[src/design/ppu_pkg.sv]
// Shared types and constants for the particle pool update block.
package ppu_pkg;

  localparam int PARTICLES_DEF = 64;
  localparam int SLOT_W        = 6;
  localparam int DATA_W        = 32;
  localparam int TS_W          = 16;
  localparam int RAND_W        = 16;
  localparam int LIFE_IN_W     = 31;

  // Command queue between front and back
  localparam int QDEPTH = 2;
  localparam int PTR_W  = (QDEPTH > 1) ? $clog2(QDEPTH) : 1;
  localparam int CNT_W  = $clog2(QDEPTH + 1);

  // 2*pi and 0.01 in fixed point
  localparam int TWO_PI_W = 19;
  localparam logic [TWO_PI_W-1:0] TWO_PI_Q16 = 19'd411775;
  localparam int SPIN_W = 10;
  localparam logic [SPIN_W-1:0] SPIN_Q16 = 10'd655;

  typedef enum logic {
    OP_TICK,
    OP_EMIT
  } op_t;

  typedef struct packed {
    op_t                      op;
    logic [TS_W-1:0]          delta_t;
    logic signed [DATA_W-1:0] start_x;
    logic signed [DATA_W-1:0] start_y;
    logic signed [DATA_W-1:0] base_vel_x;
    logic signed [DATA_W-1:0] base_vel_y;
    logic signed [DATA_W-1:0] spread_x;
    logic signed [DATA_W-1:0] spread_y;
    logic [LIFE_IN_W-1:0]     lifespan;
    logic [RAND_W-1:0]        rand_angle;
    logic [RAND_W-1:0]        rand_x;
    logic [RAND_W-1:0]        rand_y;
  } cmd_t;

  typedef struct packed {
    logic [SLOT_W-1:0] slot;
    logic [DATA_W-1:0] x;
    logic [DATA_W-1:0] y;
    logic [DATA_W-1:0] angle;
    logic [DATA_W-1:0] life;
  } res_t;

  typedef enum logic [2:0] {
    B_IDLE,
    B_EMIT_MUL,
    B_EMIT_WR,
    B_SWEEP,
    B_DRAIN,
    B_FLUSH
  } bstate_t;

endpackage

[src/design/ppu_front.sv]
// Front end: accepts items, decodes the command and queues them for the back end.
module ppu_front (
  input  logic                                  clk,
  input  logic                                  rst_n,
  input  logic                                  in_valid,
  output logic                                  in_ready,
  input  logic                                  in_command,
  input  logic [ppu_pkg::TS_W-1:0]              in_delta_t,
  input  logic signed [ppu_pkg::DATA_W-1:0]     in_start_x,
  input  logic signed [ppu_pkg::DATA_W-1:0]     in_start_y,
  input  logic signed [ppu_pkg::DATA_W-1:0]     in_base_vel_x,
  input  logic signed [ppu_pkg::DATA_W-1:0]     in_base_vel_y,
  input  logic signed [ppu_pkg::DATA_W-1:0]     in_spread_x,
  input  logic signed [ppu_pkg::DATA_W-1:0]     in_spread_y,
  input  logic [ppu_pkg::LIFE_IN_W-1:0]         in_lifespan,
  input  logic [ppu_pkg::RAND_W-1:0]            in_rand_angle,
  input  logic [ppu_pkg::RAND_W-1:0]            in_rand_x,
  input  logic [ppu_pkg::RAND_W-1:0]            in_rand_y,
  output logic                                  q_valid,
  output ppu_pkg::cmd_t                         q_cmd,
  input  logic                                  q_pop
);

  ppu_pkg::cmd_t                   fifo_r [ppu_pkg::QDEPTH];
  logic [ppu_pkg::PTR_W-1:0]       wr_ptr_r;
  logic [ppu_pkg::PTR_W-1:0]       rd_ptr_r;
  logic [ppu_pkg::CNT_W-1:0]       count_r;
  logic [ppu_pkg::CNT_W-1:0]       count_nxt;
  logic                            push;
  ppu_pkg::cmd_t                   cmd_in;

  assign in_ready = (count_r != ppu_pkg::CNT_W'(ppu_pkg::QDEPTH));
  assign push     = in_valid && in_ready;
  assign q_valid  = (count_r != '0);
  assign q_cmd    = fifo_r[rd_ptr_r];

  always_comb begin
    cmd_in            = '0;
    cmd_in.op         = in_command ? ppu_pkg::OP_EMIT : ppu_pkg::OP_TICK;
    cmd_in.delta_t    = in_delta_t;
    cmd_in.start_x    = in_start_x;
    cmd_in.start_y    = in_start_y;
    cmd_in.base_vel_x = in_base_vel_x;
    cmd_in.base_vel_y = in_base_vel_y;
    cmd_in.spread_x   = in_spread_x;
    cmd_in.spread_y   = in_spread_y;
    cmd_in.lifespan   = in_lifespan;
    cmd_in.rand_angle = in_rand_angle;
    cmd_in.rand_x     = in_rand_x;
    cmd_in.rand_y     = in_rand_y;
  end

  always_comb begin
    case ({push, q_pop})
      2'b10:   count_nxt = count_r + 1'b1;
      2'b01:   count_nxt = count_r - 1'b1;
      default: count_nxt = count_r;
    endcase
  end

  always_ff @(posedge clk) begin
    if (!rst_n) begin
      wr_ptr_r <= '0;
      rd_ptr_r <= '0;
      count_r  <= '0;
    end else begin
      count_r <= count_nxt;
      if (push) begin
        wr_ptr_r <= ppu_pkg::PTR_W'(wr_ptr_r + 1'b1);
      end
      if (q_pop) begin
        rd_ptr_r <= ppu_pkg::PTR_W'(rd_ptr_r + 1'b1);
      end
    end
  end

  always_ff @(posedge clk) begin
    if (push) begin
      fifo_r[wr_ptr_r] <= cmd_in;
    end
  end

endmodule

[config.mk]
export PLATFORM = sky130hd
export DESIGN_NAME = ppu_front
export DESIGN_NICKNAME = d
export VERILOG_FILES = /design/src/design/ppu_pkg.sv /design/src/design/ppu_front.sv
export SDC_FILE = /design/constraint.sdc
export NUM_CORES = 1
export LEC_CHECK = 0
export BUFFER_PORTS_ARGS = -buffer_cell sky130_fd_sc_hd__buf_4
export CAP_MARGIN = 0
export CELL_PAD_IN_SITES_DETAIL_PLACEMENT = 0
export CELL_PAD_IN_SITES_GLOBAL_PLACEMENT = 1
export CORE_MARGIN = 10
export CORE_UTILIZATION = 45
export CTS_BUF_LIST = sky130_fd_sc_hd__clkbuf_16
export CTS_CLUSTER_SIZE = 30
export DETAILED_ROUTE_END_ITERATION = 12
export GPL_ROUTABILITY_DRIVEN = 0
export PLACE_DENSITY_LB_ADDON = 0.1
export SYNTH_ARGS = -nofsm -noshare
export SYNTH_HDL_FRONTEND = slang
export SYNTH_SLANG_ARGS = --single-unit
[constraint.sdc]
create_clock -name clk -period 13.15 [get_ports clk]
set_input_delay 2.63 -clock clk [delete_from_list [all_inputs] [get_ports clk]]
set_output_delay 2.63 -clock clk [all_outputs]
set_load 0.01 [all_outputs]
# [Yosys cells after proc, flatten, opt, wreduce, memory -nomap -nowiden]
# Memory sizes are Yosys's and may differ from the RTL's. A register that Yosys moved wholly into a read port is not among the register bits.
# Cells that the tools add are included.
[totals] latchBits=0 elab_cells=20 mem_bits_ro=0 output_inout_bits=290 mem_bits_rw=576 n_memories=1 regBits=4
[classes] magnitude_cmp=0 n_shift=0 mux=6 n_eq_ne=3 reduce_logical=3 n_addsub=4 multipliers=0 bitwise=0 n_div=0
[memory_table] name="fifo_r" depth=2 width=288 read_ports=1 rd_ports_with_merged_regs=1 write_ports=1 line_no="ppu_front.sv:24" rtl="ppu_pkg::cmd_t fifo_r [ppu_pkg::QDEPTH];"
[op_table] operator="1-bit two-way mux" n=5
[op_table] operator="2-bit one-hot mux with 2 select lines" n=1
[op_table] operator="2-bit nonzero test" n=2
[op_table] operator="1-bit adder, second input constant" n=2
[op_table] operator="2-bit by 1-bit adder with 2-bit output, second input constant" n=1
[op_table] operator="2-bit by 1-bit equality test with 1-bit output, second input constant" n=1
[op_table] operator="2-bit equality test, second input constant" n=1
[op_table] operator="2-bit != test, second input constant" n=1
[op_table] operator="2-bit by 1-bit subtractor with 2-bit output, second input constant" n=1
[op_table] operator="1-bit logical AND" n=1

# [Logic depth before layout (Yosys ltp)]
[depth] ltp_word=4 mapped_depth=6

# [Worst setup path before layout]
# No wires, ideal clock.
[synth_timing] path_kind="input to register" from="input port in_valid" to="memory fifo_r[1][0] in the netlist's numbering (enable)" setup_slack_ps=3230 required_time_ps=12462 stages=1 t_arrival_ps=9232 cell_sequence="and3_1"
[synth_via] elab_chain_cells=3
[synth_rtl] element="start: declaration" line_no="ppu_front.sv:5" rtl="input logic in_valid,"
[synth_rtl] element="1-bit logical AND" line_no="ppu_front.sv:33" rtl="assign push = in_valid && in_ready;"
[synth_rtl] element="1-bit two-way mux" line_no="ppu_front.sv:78" rtl="if (push) begin"
[synth_rtl] element="1-bit two-way mux (implied by the code)" line_no="ppu_front.sv:79" rtl="fifo_r[wr_ptr_r] <= cmd_in;"
[synth_rtl] element="end: declaration" line_no="ppu_front.sv:24"
# No other way between the ends.

==> results.tsv <==
metric	value	unit
status	finished clean	
Critical Path End Type	output port	
dpl cells	2092	
Hold WS	502	ps
synthesis-to-layout area growth	31.0	%
Congestion Overflow GR	0	
dpl hpwl	40400	um
clk slew on worst S/H paths	60	ps
# setup viols final	0	
worst-path cell chain	buf_12 > mux2_4 > buf_4	
CTS tree	done	
Final Max Tran Viols	0	
drc violations	0	
Pleak	11.1	nW
CP arrival	2880	ps
Worst Hold Path Cells	2	
Die ar.	57800	um2
IO Pins	582	
Util after Layout	59.8	%
crit path max-delay cell type	dfxtp_4	
largest net degree at the start of global routing	131	
# fillers	3640	
RSZ-0062 raised after global routing	false	
via count	10859	
root buf cell	clkbuf_16	
Required @ worst endpoint	10520	ps
Hold Buf Count CTS	0	
first-pass GRT wire length	76400	um
layout cells sized above 1	60.5	%
Crit path largest cell delay	780	ps
peak supply drop	0.000107	V
Post-synth EDFFs	576	
width of the die	240	um
Post-CTS Setup Inserts	0	
CTS buffer count	58	
HP Class	flip-flop to flip-flop	
WS Path Type	flip-flop to output port	
register area share after synthesis	79.6	%
fin nets	1830	
Fin Setup TNS	0	ps
crit share post-route	41.9	%
number of H-tree levels	2	
IO buf count	581	
synth warn	0	
synth top area cells	edfxtp_1, mux2_4, mux2_2	
Final Critical Period	5510	ps
DRT Pass-1 Iters	4	
Mapped Nets	1212	
CP bufs+invs	2	
top post-synthesis cells by count	edfxtp_1, mux2_4, mux2_2, buf_6, buf_2	
final wirelength	55700	um
ys async rst share	0	%
pwr/cell area	160	nW/um2
max-cap viol count	0	
vias in the first global route	11224	
leading area contributor after synthesis	edfxtp_1	
RR Startpoint	count_r[0]$_SDFFE_PN0P_	
fin cells	2205	
drt initial violations	660	
via density per instance	4.92	
fmax	0.182	GHz
Worst Setup EP	q_cmd[170]	
Reg2Reg Capture Point	fifo_r[0][198]$_DFFE_PP_	
critical path depth	3	
Worst-Skew Late Latency	600	ps
cell count after synthesis	919	
r2r setup slk	9500	ps
Slew headroom	20.6	%
Synth Flop Type	edfxtp_1	
Startpoint Class	flip-flop	
Initial Util	45.7	%
antenna violations before repair	16	
share of the synthesized area in the top cell type	79.2	%
CP Max Fanout	130	
# resized after CTS	0	
syn_area_per_cell	23.8	um2
Clock Tree Buf Depth	3	
site row count	80	
critical path's top delay family	flip-flops	
post-synthesis register bit count	581	
Worst Reg-to-Reg Cells	5	
Fin. Hold Viols	0	
Tightest Pin Transition	1190	ps
post-synth cell types	21	
overall routing resource usage	18.5	%
Synth Cell Area	21800	um2
CORE AREA	47800	um2
die extent in y	240	um
worst clock skew	17.4	ps
post-DR wirelength/cell	25.3	um
Hold Startpoint	count_r[1]$_SDFFE_PN0P_	
Clock Sinks	581	
post-route ant nets	0	
Total Power	4.59	mW
cell with the most instances after synthesis	edfxtp_1	
## worst min-delay path by stage
| stage | end | slack, ps |
|---|---|---|
| after floorplan | count_r[1]$_SDFFE_PN0P_ | 470 |
| after global placement | count_r[1]$_SDFFE_PN0P_ | 490 |
| after detailed placement | count_r[1]$_SDFFE_PN0P_ | 500 |
| after CTS | count_r[1]$_SDFFE_PN0P_ | 510 |
| after global routing | count_r[1]$_SDFFE_PN0P_ | 540 |
| final | count_r[1]$_SDFFE_PN0P_ | 500 |
## where the power goes
group          switching (mW)  internal (mW)  total (mW)
combinational           0.355          0.381       0.736
sequential             0.0406           2.23        2.27
clock                   0.656          0.925        1.58
## stage by stage
stage	setup slack, ps	area [um2]
after floorplan	3230	21800
after global placement	7370	26800
after detailed placement	7390	26800
after CTS	7600	28600
after global routing	7530	28600
final	7640	28600
## kinds of logic (layout without fill, tap and decap cells)
family                   Yosys count  in the layout  share of synthesized area, %
multiplexers                     288            288                          18.3
adder cells (fa/ha/maj)            1              1                        0.0573
AND/OR/NAND/NOR                    9              9                         0.252
buffers and inverters             33            697                          1.49
other                              0              7                             0
flip-flops                       581            581                          79.6
XOR/XNOR                           3              3                         0.120
AO/OA/AOI/OAI                      4              4                         0.137
## layout make-up
cell class	count	area (um2)	area share, %
Antenna cell	7	17.5	0.0612
Clock buffer	61	1530	5.33
Clock inverter	45	312	1.09
Inverter	1	11.3	0.0393
Multi-Input combinational cell	305	4130	14.4
Sequential cell	581	17400	60.8
Tap cell	615	769	2.69
Timing Repair Buffer	590	4450	15.6
## registers in the layout (all words and copies together) (netlist names), named ones only
register	cells
rd_ptr_r	1
fifo_r	576
count_r	2
wr_ptr_r	1
## worst register-to-register path: stages (launching register included)
cell,delay (ps)
dfxtp_1,400
nand2b_1,230
nand3b_1,220
inv_8,480
buf_4,970
buf_4,920
## cell usage in the layout (no fill, tap or decap)
cell type and instances:
buf_12 2, nand2_1 1, a21boi_0 1, mux2_4 201
dfxtp_1 4, bufinv_16 5, buf_4 588, xor2_1 1
edfxtp_1 576, a21boi_1 1, and2_1 3, nand2b_1 1
o21ai_0 1, inv_8 1, xnor2_1 2, clkinv_2 9
or2_2 1, a21bo_2 1, and3_4 1, dfxtp_4 1
diode_2 7, ha_1 1, inv_1 14, clkbuf_16 61
nand3b_1 1, or3_1 1, mux2_2 87, clkinv_1 17
## metal layers
| metal | vias to the layer above | share of wire, % | global-route usage (%) |
|---|---|---|---|
| li1 | 4926 | - | - |
| met1 | 5439 | 35 | 19.5 |
| met4 | 18 | 2.7 | 6.81 |
| met2 | 389 | 51 | 31.5 |
| met3 | 87 | 11 | 8.92 |
| met5 | - | 0.21 | 0 |
No activity file was read; power rests on OpenSTA's default activity.
